==> src/hw/rtl/hpt_pkg.sv <==
`timescale 1ns / 1ps
`default_nettype none

package hpt_pkg;

  localparam int unsigned NumRegs    = 8;
  localparam int unsigned CfgIdxW    = 3;
  localparam int unsigned RegW       = 64;
  localparam int unsigned CoordW     = 32;
  localparam int unsigned FracW      = 16;
  localparam int unsigned ProdW      = 2 * CoordW;
  localparam int unsigned SumW       = ProdW + 2;
  localparam int unsigned MagW       = ProdW;
  localparam int unsigned DivSteps   = CoordW;
  localparam int unsigned QueueDepth = 4;
  localparam int unsigned QPtrW      = 2;
  localparam int unsigned QCntW      = 3;

  localparam logic [CoordW-1:0] PosLimit = {1'b0, {(CoordW-1){1'b1}}};
  localparam logic [CoordW-1:0] NegLimit = {1'b1, {(CoordW-1){1'b0}}};

  // Identity matrix, one half-register per coefficient.
  localparam logic [RegW-1:0] OneLow  = RegW'(64'h0000_0000_0001_0000);
  localparam logic [RegW-1:0] OneHigh = RegW'(64'h0001_0000_0000_0000);

  typedef struct packed {
    logic signed [CoordW-1:0] point_x;
    logic signed [CoordW-1:0] point_y;
    logic signed [CoordW-1:0] point_z;
  } point_t;

  typedef struct packed {
    logic signed [CoordW-1:0] out_x;
    logic signed [CoordW-1:0] out_y;
    logic signed [CoordW-1:0] out_z;
    logic                     zero_w;
    logic                     saturated;
  } result_t;

  typedef struct packed {
    logic            neg;
    logic [MagW-1:0] mag;
  } num_t;

  typedef struct packed {
    logic            zero_w;
    logic [MagW-1:0] den;
    num_t [2:0]      num;
  } job_t;

  typedef struct packed {
    logic [MagW-1:0]     rem;
    logic [CoordW-1:0]   q;
    logic [DivSteps-1:0] bits;
    logic                neg;
    logic                ovf;
  } lane_t;

  typedef struct packed {
    logic            zero_w;
    logic [MagW-1:0] den;
    lane_t [2:0]     lane;
  } stage_t;

  function automatic logic [RegW-1:0] reg_reset(input logic [CfgIdxW-1:0] idx);
    logic [RegW-1:0] v;
    unique case (idx)
      CfgIdxW'(0), CfgIdxW'(5): v = OneLow;
      CfgIdxW'(2), CfgIdxW'(7): v = OneHigh;
      default:                  v = '0;
    endcase
    return v;
  endfunction

endpackage

`default_nettype wire

==> src/hw/rtl/hpt_queue.sv <==
`timescale 1ns / 1ps
`default_nettype none

module hpt_queue (
  input  wire logic           clk,
  input  wire logic           rst,
  input  wire logic           push,
  input  wire hpt_pkg::job_t  push_data,
  output logic                full,
  input  wire logic           pop,
  output logic                head_valid,
  output hpt_pkg::job_t       head
);

  hpt_pkg::job_t              mem [hpt_pkg::QueueDepth];
  logic [hpt_pkg::QPtrW-1:0]  wptr;
  logic [hpt_pkg::QPtrW-1:0]  rptr;
  logic [hpt_pkg::QCntW-1:0]  count;

  assign full       = (count == hpt_pkg::QCntW'(hpt_pkg::QueueDepth));
  assign head_valid = (count != '0);
  assign head       = mem[rptr];

  always_ff @(posedge clk) begin
    if (rst) begin
      wptr  <= '0;
      rptr  <= '0;
      count <= '0;
    end else begin
      if (push) begin
        wptr <= wptr + 1'b1;
      end
      if (pop) begin
        rptr <= rptr + 1'b1;
      end
      if (push && !pop) begin
        count <= count + 1'b1;
      end else if (pop && !push) begin
        count <= count - 1'b1;
      end
    end
  end

  always_ff @(posedge clk) begin
    if (push) begin
      mem[wptr] <= push_data;
    end
  end

endmodule

`default_nettype wire

==> config.mk <==
export PLATFORM = sky130hd
export DESIGN_NAME = hpt_queue
export DESIGN_NICKNAME = d
export VERILOG_FILES = /design/src/hw/rtl/hpt_pkg.sv /design/src/hw/rtl/hpt_queue.sv
export SDC_FILE = /design/constraint.sdc
export NUM_CORES = 1
export LEC_CHECK = 0
export BUFFER_PORTS_ARGS = -buffer_cell sky130_fd_sc_hd__buf_4
export CAP_MARGIN = 20
export CORE_ASPECT_RATIO = 0.5
export CORE_MARGIN = 4
export CORE_UTILIZATION = 60
export DETAILED_ROUTE_END_ITERATION = 8
export GPL_TIMING_DRIVEN = 0
export PLACE_DENSITY_LB_ADDON = 0.1
export SYNTH_ARGS = -nofsm -noshare
export SYNTH_HDL_FRONTEND = slang
export SYNTH_SLANG_ARGS = --single-unit
==> constraint.sdc <==
create_clock -name clk -period 12.45 [get_ports clk]
set_input_delay 0.6225 -clock clk [delete_from_list [all_inputs] [get_ports clk]]
set_output_delay 0.6225 -clock clk [all_outputs]
set_load 0.05 [all_outputs]
# --- Word-level counts from Yosys, hierarchy flattened ---
# Memory sizes are Yosys's and may differ from the RTL's. A register that Yosys moved wholly into a read port is not among the register bits.
# Index checks and enable logic that the tools add are counted.
word_totals:
  regBits: 7
  mem_count: 1
  output_inout_bits: 262
  mem_bits_rw: 1040
  word_cells: 21
  in_bits: 264
memory_table:
  columns: ["memory", "words", "width", "read_ports", "rd_ports_with_merged_regs", "write_ports", "line", "source"]
  rows:
  - ["mem", 4, 260, 1, 1, 1, "hpt_queue.sv:15", "hpt_pkg::job_t mem [hpt_pkg::QueueDepth];"]
op_classes:
  muxes: 6
  eq_ne: 1
  n_addsub: 4
  reduce_logical: 6
op_table:
  columns: ["cell", "n"]
  rows:
  - ["2-to-1 mux 3 bit", 2]
  - ["adder 2 x 1 -> 2 bit (second input constant)", 2]
  - ["2-to-1 mux 2 bit", 2]
  - ["adder 3 x 1 -> 3 bit (second input constant)", 1]
  - ["equality test 3 bit (second input constant)", 1]
  - ["nonzero test 3 bit", 1]
  - ["subtractor 3 x 1 -> 3 bit (second input constant)", 1]
  - ["logical AND 1 bit", 2]
  - ["zero test 1 bit", 2]
  - ["2-to-1 mux 1 bit", 2]
  - ["nonzero test 2 bit", 1]

# --- Logic depth before layout (Yosys ltp) ---
# Gate-level depths: netlist (run 1).
depth:
  ltp_word: 4
  ltp_mapped: 7
  mapped_depth_nobuf: 7

# --- Worst setup path after synthesis (run 1) ---
# OpenSTA, ideal clock, no wires.
synth_timing:
  kind: "input-to-reg"
  start: "input push"
  end: "memory mem[0][0] (netlist bit), enable pin"
  stages: 1
  required_ps: 11797
  setup_time_ps: 653
  setup_slack_ps: 5300
  arrival_time_ps: 6497
  path_buffers: 0
  cell_sequence: "and2_1"
synth_via:
  elab_chain_cells: 2
synth_rtl:
  columns: ["element", "line", "source"]
  rows:
  - ["start, declared", "hpt_queue.sv:7", "input wire logic push,"]
  - ["2-to-1 mux 1 bit", "hpt_queue.sv:45", "if (push) begin"]
  - ["2-to-1 mux 1 bit (implied by the code)", "hpt_queue.sv:46", "mem[wptr] <= push_data;"]
  - ["end, declared", "hpt_queue.sv:15", null]
# Every way passes these cells.

==> results of run 1 <==
[worst max-delay path by stage]
stage	end	slack, ns	cells after the start
after floorplan	mem[0][0]	5.30	1
after global placement	mem[1][49]	0.45	2
after detailed placement	mem[2][52]	9.32	6
after CTS	head[98]	8.82	5
after global routing	head[98]	8.79	5
final	head[93]	8.92	5
[cells in the mapped netlist]
| cell | number | area (um^2) |
|---|---|---|
| xor2_1 | 3 | 26.28 |
| edfxtp_1 | 1040 | 31230 |
| fa_1 | 1 | 20.02 |
| a21oi_1 | 1 | 5.000 |
| o21ai_0 | 1 | 5.000 |
| or3_1 | 2 | 12.51 |
| clkbuf_1 | 9 | 33.78 |
| buf_2 | 27 | 135.1 |
| and2_1 | 4 | 25.02 |
| nor3b_1 | 1 | 7.510 |
| nand2_1 | 1 | 3.750 |
| dfxtp_1 | 9 | 180.2 |
| inv_1 | 4 | 15.01 |
| mux2i_1 | 2 | 20.02 |
| xnor2_1 | 2 | 17.52 |
| buf_6 | 23 | 259.0 |
| ha_1 | 5 | 62.56 |
| nor2_1 | 7 | 26.28 |
| mux4_2 | 260 | 5856 |
[metrics by stage]
step | hold slack [ns] | cell area (um^2) | instances
4_1_cts | 0.1659 | 46080 | 2923
2_1_floorplan | 0.4614 | 37940 | 1402
6_report | 0.2069 | 46100 | 2933
3_5_place_dp | 0.5148 | 43410 | 2769
5_1_grt | 0.1734 | 46100 | 2933
3_3_place_gp | 0.4812 | 42910 | 2751
[cell type report]
cell class                      instances  area [um^2]
Timing Repair Buffer                  542         4429
Clock inverter                         47        371.6
Multi-Input combinational cell        290         6097
Tap cell                              825         1032
Antenna cell                           10        25.02
Fill cell                            3456        15720
Clock buffer                          107         2295
Sequential cell                      1049        31410
Buffer                                 59        427.9
Inverter                                4        15.01
[layer usage]
layer	GRT usage (%)	vias up	share of wire (%)
li1	-	7378	-
met1	27.47	8931	37
met3	4.124	113	4.3
met5	0	-	0.026
met2	40.85	430	56
met4	7.910	2	2.7
[logic make-up after synthesis]
family                   Yosys count
buffers and inverters             63
flip-flops                      1049
AND/OR/NAND/NOR                   15
AO/OA/AOI/OAI                      2
multiplexers                     262
adder cells (fa/ha/maj)            6
XOR/XNOR                           5
[critical path: cells and delay by family, from the launching register on]
kind,cells,cell delay [ns]
mux,1,0.36
buf+inv,4,1.61
flops,1,0.30
[registers in the layout, summed over array words and instances (netlist names), named ones only]
| name | cells |
|---|---|
| count | 3 |
| mem | 1040 |
| wptr | 2 |
| rptr | 2 |
[power breakdown]
group          switching (W)  internal [W]
logic               0.000830      0.000449
clock network        0.00118       0.00143
registers          0.0000353       0.00406
==> summary.md, run 1 <==
| Metric | Value |
|---|---|
| Leakage | 15.50 nW |
| Total of buffers placed on input and output ports | 524 |
| Total power of the final layout | 0.007981 W |
| Worst VDD drop | 0.1288 mV |
| Placeable core area | 61820 um^2 |
| Wire length of the first global-routing pass | 110.5 mm |
| Setup total negative slack | 0 ns |
| Outcome | completed |
| Setup Fix Bufs, Post-CTS | 0 |
| Routed wire per std cell | 25.92 um |
| Average footprint of a synthesized cell | 27.06 um^2 |
| Reg2reg setup slack | 9.59 ns |
| Post-synthesis instance area | 37940 um^2 |
| Post-cts hold buffer count | 0 |
| Combinational family with the most area after synthesis | multiplexers |
| Total via count after detailed routing | 16850 |
| FF-to-FF End | mem[2][101] |
| Chip Height | 185.8 um |
| End point of the worst hold path | mem[2][239] |
| Count of warnings emitted by yosys | 0 |
| Slew at the pin closest to its max-slew limit | 0.8470 ns |
| Ratio of cells with drive above 1 in the final layout | 46.38% |
| Maximum operating frequency | 0.2836 GHz |
| Remaining design rule violation count | 0 |
| Final critical-path share of the clock period | 28.32% |
| Antenna violations before repair | 11 |
| Startpoint of the most critical hold path | push_data[239] |
| Critical path cell sequence | buf_2 > clkbuf_1 > buf_2 > mux4_2 > buf_4 |
| Finished Core Util | 74.58% |
| Maximum number of pins on one net before global-route repair | 59 |
| Time the worst path needs with I/O delays and setup | 3.526 ns |
| Latest clock arrival within the worst-skew pair | 0.61 ns |
| Leading cell type in the layout, fill and taps excluded | edfxtp_1 |
| # rows | 64 |
| Crit. End Element | primary output |
| GRT Util Overall | 22.42% |
| Ports placed on the boundary | 526 |
| Final worst setup slack | 8.924 ns |
| Data arrival at the endpoint of the critical path | 2.90 ns |
| Multiplexer share of the synthesized area | 15.49% |
| Cell depth of the worst flop-to-flop path | 7 |
| TritonCTS Buffers | 86 |
| Max-slew violation total from the final report | 0 |
| Overflow left after global routing | 0 |
| Category of the most critical setup path | reg -> out |
| Post-layout nets | 2302 |
| Unrepaired setup endpoints after global routing | no |
| Share of the synthesized area in compound gates (AO/OA/AOI/OAI) | 0.02638% |
| Clock tree from TritonCTS | yes |
| Number of buffers on the longest clock path | 3 |
| First-pass iteration count of the detailed router | 5 |
| Initial Utilization | 61.37% |
| Detailed router's first-iteration violation count | 1375 |
| Startpoint of the most critical register-to-register path | wptr[0] |
| P per Cell Area | 173.1 nW/um^2 |
| Sequential area share after synthesis | 82.79% |
| Commonest cells after routing, fill and taps aside | edfxtp_1, buf_4, mux4_2 |
| Hold Fails Final Rpt | 0 |
| Post-synthesis share of cell area spent on and, or, nand and nor gates | 0.1979% |
| Xor/xnor cell area share of the yosys netlist | 0.1154% |
| CP max FO | 10 |
| Setup clock skew after layout | 0.01446 ns |
| Final setup violation count | 0 |
| Worst Path Required | 11.83 ns |
| Path type of the worst min-delay path | in -> reg |
| Layout Area Growth over Synthesis | 21.52% |
| Max-cap violations | 0 |
| Root Buffer Master | clkbuf_16 |
| Adder-Cell Fraction of Synth Area | 0.2177% |
| Floorplan die area | 67560 um^2 |
| Number of cells on the worst hold path | 1 |
| Number of nets still failing antenna checks after routing | 0 |
| Number of gates resized after cts | 0 |
| Cell with the biggest individual delay on the critical path | clkbuf_1 |
| Library cells used by synthesis | 19 |
| Routability congestion estimate from global placement | 0.7135 |
| Max H-tree Level | 3 |
| Nets in the synthesized netlist | 1672 |
| Vias per std cell | 5.746 |
| Synthesized instance count | 1402 |
| Flop and latch count out of synthesis | 1049 |
| Routed Wire Length | 76.01 mm |
| Slowest stage delay, CP | 0.65 ns |
| CP most frequent cell | buf_2 |
| Number of global-route vias before repair | 17700 |
| Dpl hpwl | 48.11 mm |
| Overall die width | 363.6 um |
| # clock sinks | 1049 |
| CTS clk-pin slew, worst paths | 0.07 ns |
| Relative slew slack | 43.54% |
| Dpl ws | 9.323 ns |
| Startpoint types | flop |
Power figures use the tool's default switching activity.
==> inputs of run 2 (changes only) <==
--- a/config.mk
+++ b/config.mk
@@ -9,7 +9,7 @@
 export CAP_MARGIN = 20
 export CORE_ASPECT_RATIO = 0.5
 export CORE_MARGIN = 4
-export CORE_UTILIZATION = 60
+export CORE_UTILIZATION = 51
 export DETAILED_ROUTE_END_ITERATION = 8
 export GPL_TIMING_DRIVEN = 0
 export PLACE_DENSITY_LB_ADDON = 0.1
==> constraint.sdc (replaced) <==
create_clock -name clk -period 2.8 [get_ports clk]
set_input_delay 0.14 -clock clk [delete_from_list [all_inputs] [get_ports clk]]
set_output_delay 0.14 -clock clk [all_outputs]
set_load 0.05 [all_outputs]
==> run 2 against run 1 <==
  * Sequential power grew to 4.4 times the previous value
  * Flip-flop and latch count is the same
  * Global-route usage down 2.0 points
  * Count of clock-buffer cells in the layout grew 4
  * Routed wire length grew 5.8%
  * Cell count rose by 14%
==> summary.md, run 2 (synthesis gave the netlist of run 1 again) <==
| Metric | Value |
|---|---|
| Outcome | completed (unchanged) |
| Maximum number of pins on one net before global-route repair | 57 (was 59) |
| Worst VDD drop | 0.5951 mV (was 0.1288 mV) |
| Critical path cell sequence | buf_4 > clkbuf_4 > buf_2 > mux4_2 > buf_4 (was buf_2 > clkbuf_1 > buf_2 > mux4_2 > buf_4) |
| Routed wire per std cell | 24.01 um (was 25.92 um) |
| Maximum operating frequency | 0.3875 GHz |
| Dpl ws | 0.1563 ns (was 9.323 ns) |
| Total power of the final layout | 0.03701 W (was 0.007981 W) |
| WHS | 0.2297 ns (was 0.2069 ns) |
| Cell with the biggest individual delay on the critical path | mux4_2 (was clkbuf_1) |
| Slew at the pin closest to its max-slew limit | 0.7331 ns (was 0.8470 ns) |
| # rows | 70 (was 64) |
| Stages on worst setup path | 5 (unchanged) |
| Cell depth of the worst flop-to-flop path | 6 (was 7) |
| Area of all placed cells without fillers | 49330 um^2 (was 46100 um^2) |
| Category of the most critical setup path | reg -> out (unchanged) |
| Chip Height | 200.9 um (was 185.8 um) |
| Max H-tree Level | 3 (unchanged) |
| Total via count after detailed routing | 17820 (was 16850) |
| Number of buffers on the longest clock path | 3 (unchanged) |
| Worst Path Required | 2.66 ns (was 11.83 ns) |
| Biggest regs | mem: 1040 flops, count: 3 flops (unchanged) |
| Leakage | 16.80 nW (was 15.50 nW) |
| Remaining design rule violation count | 0 (unchanged) |
| Slowest stage delay, CP | 0.38 ns (was 0.65 ns) |
| Relative slew slack | 51.13% (was 43.54%) |
| Final setup violation count | 0 (unchanged) |
| Floorplan die area | 79090 um^2 (was 67560 um^2) |
| CP most frequent cell | buf_4 (was buf_2) |
| Overflow left after global routing | 0 (unchanged) |
| Delay-heaviest family, CP | buffers and inverters (unchanged) |
| Commonest cells after routing, fill and taps aside | edfxtp_1, buf_4, dlygate4sd3_1 (was edfxtp_1, buf_4, mux4_2) |
| Largest Register | mem (unchanged) |
| Ports placed on the boundary | 526 (unchanged) |
| Final worst setup slack | 0.2196 ns (was 8.924 ns) |
| Latest clock arrival within the worst-skew pair | 0.65 ns (was 0.61 ns) |
| CP max FO | 10 (unchanged) |
| Crit. End Element | primary output (unchanged) |
| Final standard cell count with taps included and fillers excluded | 3350 (was 2933) |
| Detailed router's first-iteration violation count | 967 (was 1375) |
| Number of global-route vias before repair | 19370 (was 17700) |
| Vias per std cell | 5.319 (was 5.746) |
| Post-layout nets | 2573 (was 2302) |
| Count of placed standard cells including taps | 2918 (was 2769) |
| Total placed instance area | 43650 um^2 (was 43410 um^2) |
| Number of cells on the worst hold path | 2 (was 1) |
| Initial Utilization | 51.69% (was 61.37%) |
| First-pass iteration count of the detailed router | 5 (unchanged) |
| Wire length of the first global-routing pass | 121.6 mm (was 110.5 mm) |
| P per Cell Area | 750.3 nW/um^2 (was 173.1 nW/um^2) |
| WP buf/inv | 4 (unchanged) |
| Total of buffers placed on input and output ports | 524 (unchanged) |
| GRT Util Overall | 20.42% (was 22.42%) |
| Antenna violations before repair | 5 (was 11) |
| CTS clk-pin slew, worst paths | 0.06 ns (was 0.07 ns) |
| Setup clock skew after layout | 0.01611 ns (was 0.01446 ns) |
| Setup Fix Bufs, Post-CTS | 0 (unchanged) |
| Number of nets still failing antenna checks after routing | 0 (unchanged) |
| Placeable core area | 73400 um^2 (was 61820 um^2) |
| Max-cap violations | 0 (unchanged) |
| TritonCTS Buffers | 90 (was 86) |
| Max-slew violation total from the final report | 0 (unchanged) |
| Data arrival at the endpoint of the critical path | 2.44 ns (was 2.90 ns) |
| Routability congestion estimate from global placement | 0.7132 (was 0.7135) |
| Root Buffer Master | clkbuf_16 (unchanged) |
| Unrepaired setup endpoints after global routing | no (unchanged) |
| Overall die width | 393.7 um (was 363.6 um) |
| Leading cell type in the layout, fill and taps excluded | edfxtp_1 (unchanged) |
| Time the worst path needs with I/O delays and setup | 2.580 ns |
| Path type of the worst min-delay path | in -> reg (unchanged) |
| Clock tree from TritonCTS | yes (unchanged) |
| Flip-flop count of the largest register, all copies and words added | 1040 (unchanged) |
| Startpoint types | flop (unchanged) |
| Layout Area Growth over Synthesis | 30.02% (was 21.52%) |
| Final critical-path share of the clock period | 92.16% |
| Ratio of cells with drive above 1 in the final layout | 41.70% (was 46.38%) |
| Routed Wire Length | 80.44 mm (was 76.01 mm) |
| # clock sinks | 1049 (unchanged) |
| Hold Fails Final Rpt | 0 (unchanged) |
| Dpl hpwl | 50.35 mm (was 48.11 mm) |
run 2: cell count changes in the layout (fill, tap and decap cells not counted), sizes merged:
cell         before  now
and2              4    5
clkinv           37   34
dlygate4sd3       0  264
clkbuf          116  120
diode            10    4
bufinv            6   12
inv               4    6
buf             592  594
run 2: area by class of cell:
class                      count  area, um^2
antenna                        4       10.01
buffer                        59       444.2
clock buffer                 111        2447
clock inverter                52       556.8
fill                        4748       24060
inverter                       4       15.01
multi-input combinational    291        6105
sequential                  1049       31410
tap                          972        1216
timing repair buffer         808        7127
run 2: path summary, 6_finish.rpt:
check	slack, ns	start	end
worst max-delay path	0.22	flop	head[64]
worst min-delay path	0.23	push_data[160]	mem[3][160]
worst max register to register	0.32	wptr[0]	mem[0][91]
worst min register to register	0.50	count[2]	count[2]
run 2: power breakdown:
part	total [W]	internal (W)	switching, W
Clock	0.0127	0.00732	0.00543
Combinational	0.00608	0.00226	0.00383
Sequential	0.0182	0.0180	0.000144
run 2: worst reg2reg max path: cells and delay by family, from the launching register on:
| family | cells | cell delay (ns) |
|---|---|---|
| simple gates | 1 | 0.45 |
| fa+ha+maj | 1 | 0.19 |
| flops | 1 | 0.36 |
| buf+inv | 4 | 1.08 |
run 2: timing repair:
item | 4_1_cts | 5_1_grt
hold endpoints to repair | 1060 | 0
cloned | 0 | 1
hold buffers | 264 | 0
endpoints found under the setup margin | 200 | 10
gates resized for setup | 6 | 0
run 2: layer usage:
metal  up-vias  track usage (%)  routed length [um]
met4         0            7.718                2859
met1      9404            24.86               30400
li1       7917                -                   -
met2       350            36.82               44370
met3       148            3.575                2800
met5         -                0                   0
run 2: through the flow:
stage                     util (%)  setup TNS, ns
final                        67.21              0
after global routing         67.21              0
after CTS                    67.19              0
after detailed placement     59.47              0
after global placement       58.72       -1508.72
after floorplan                  -              0
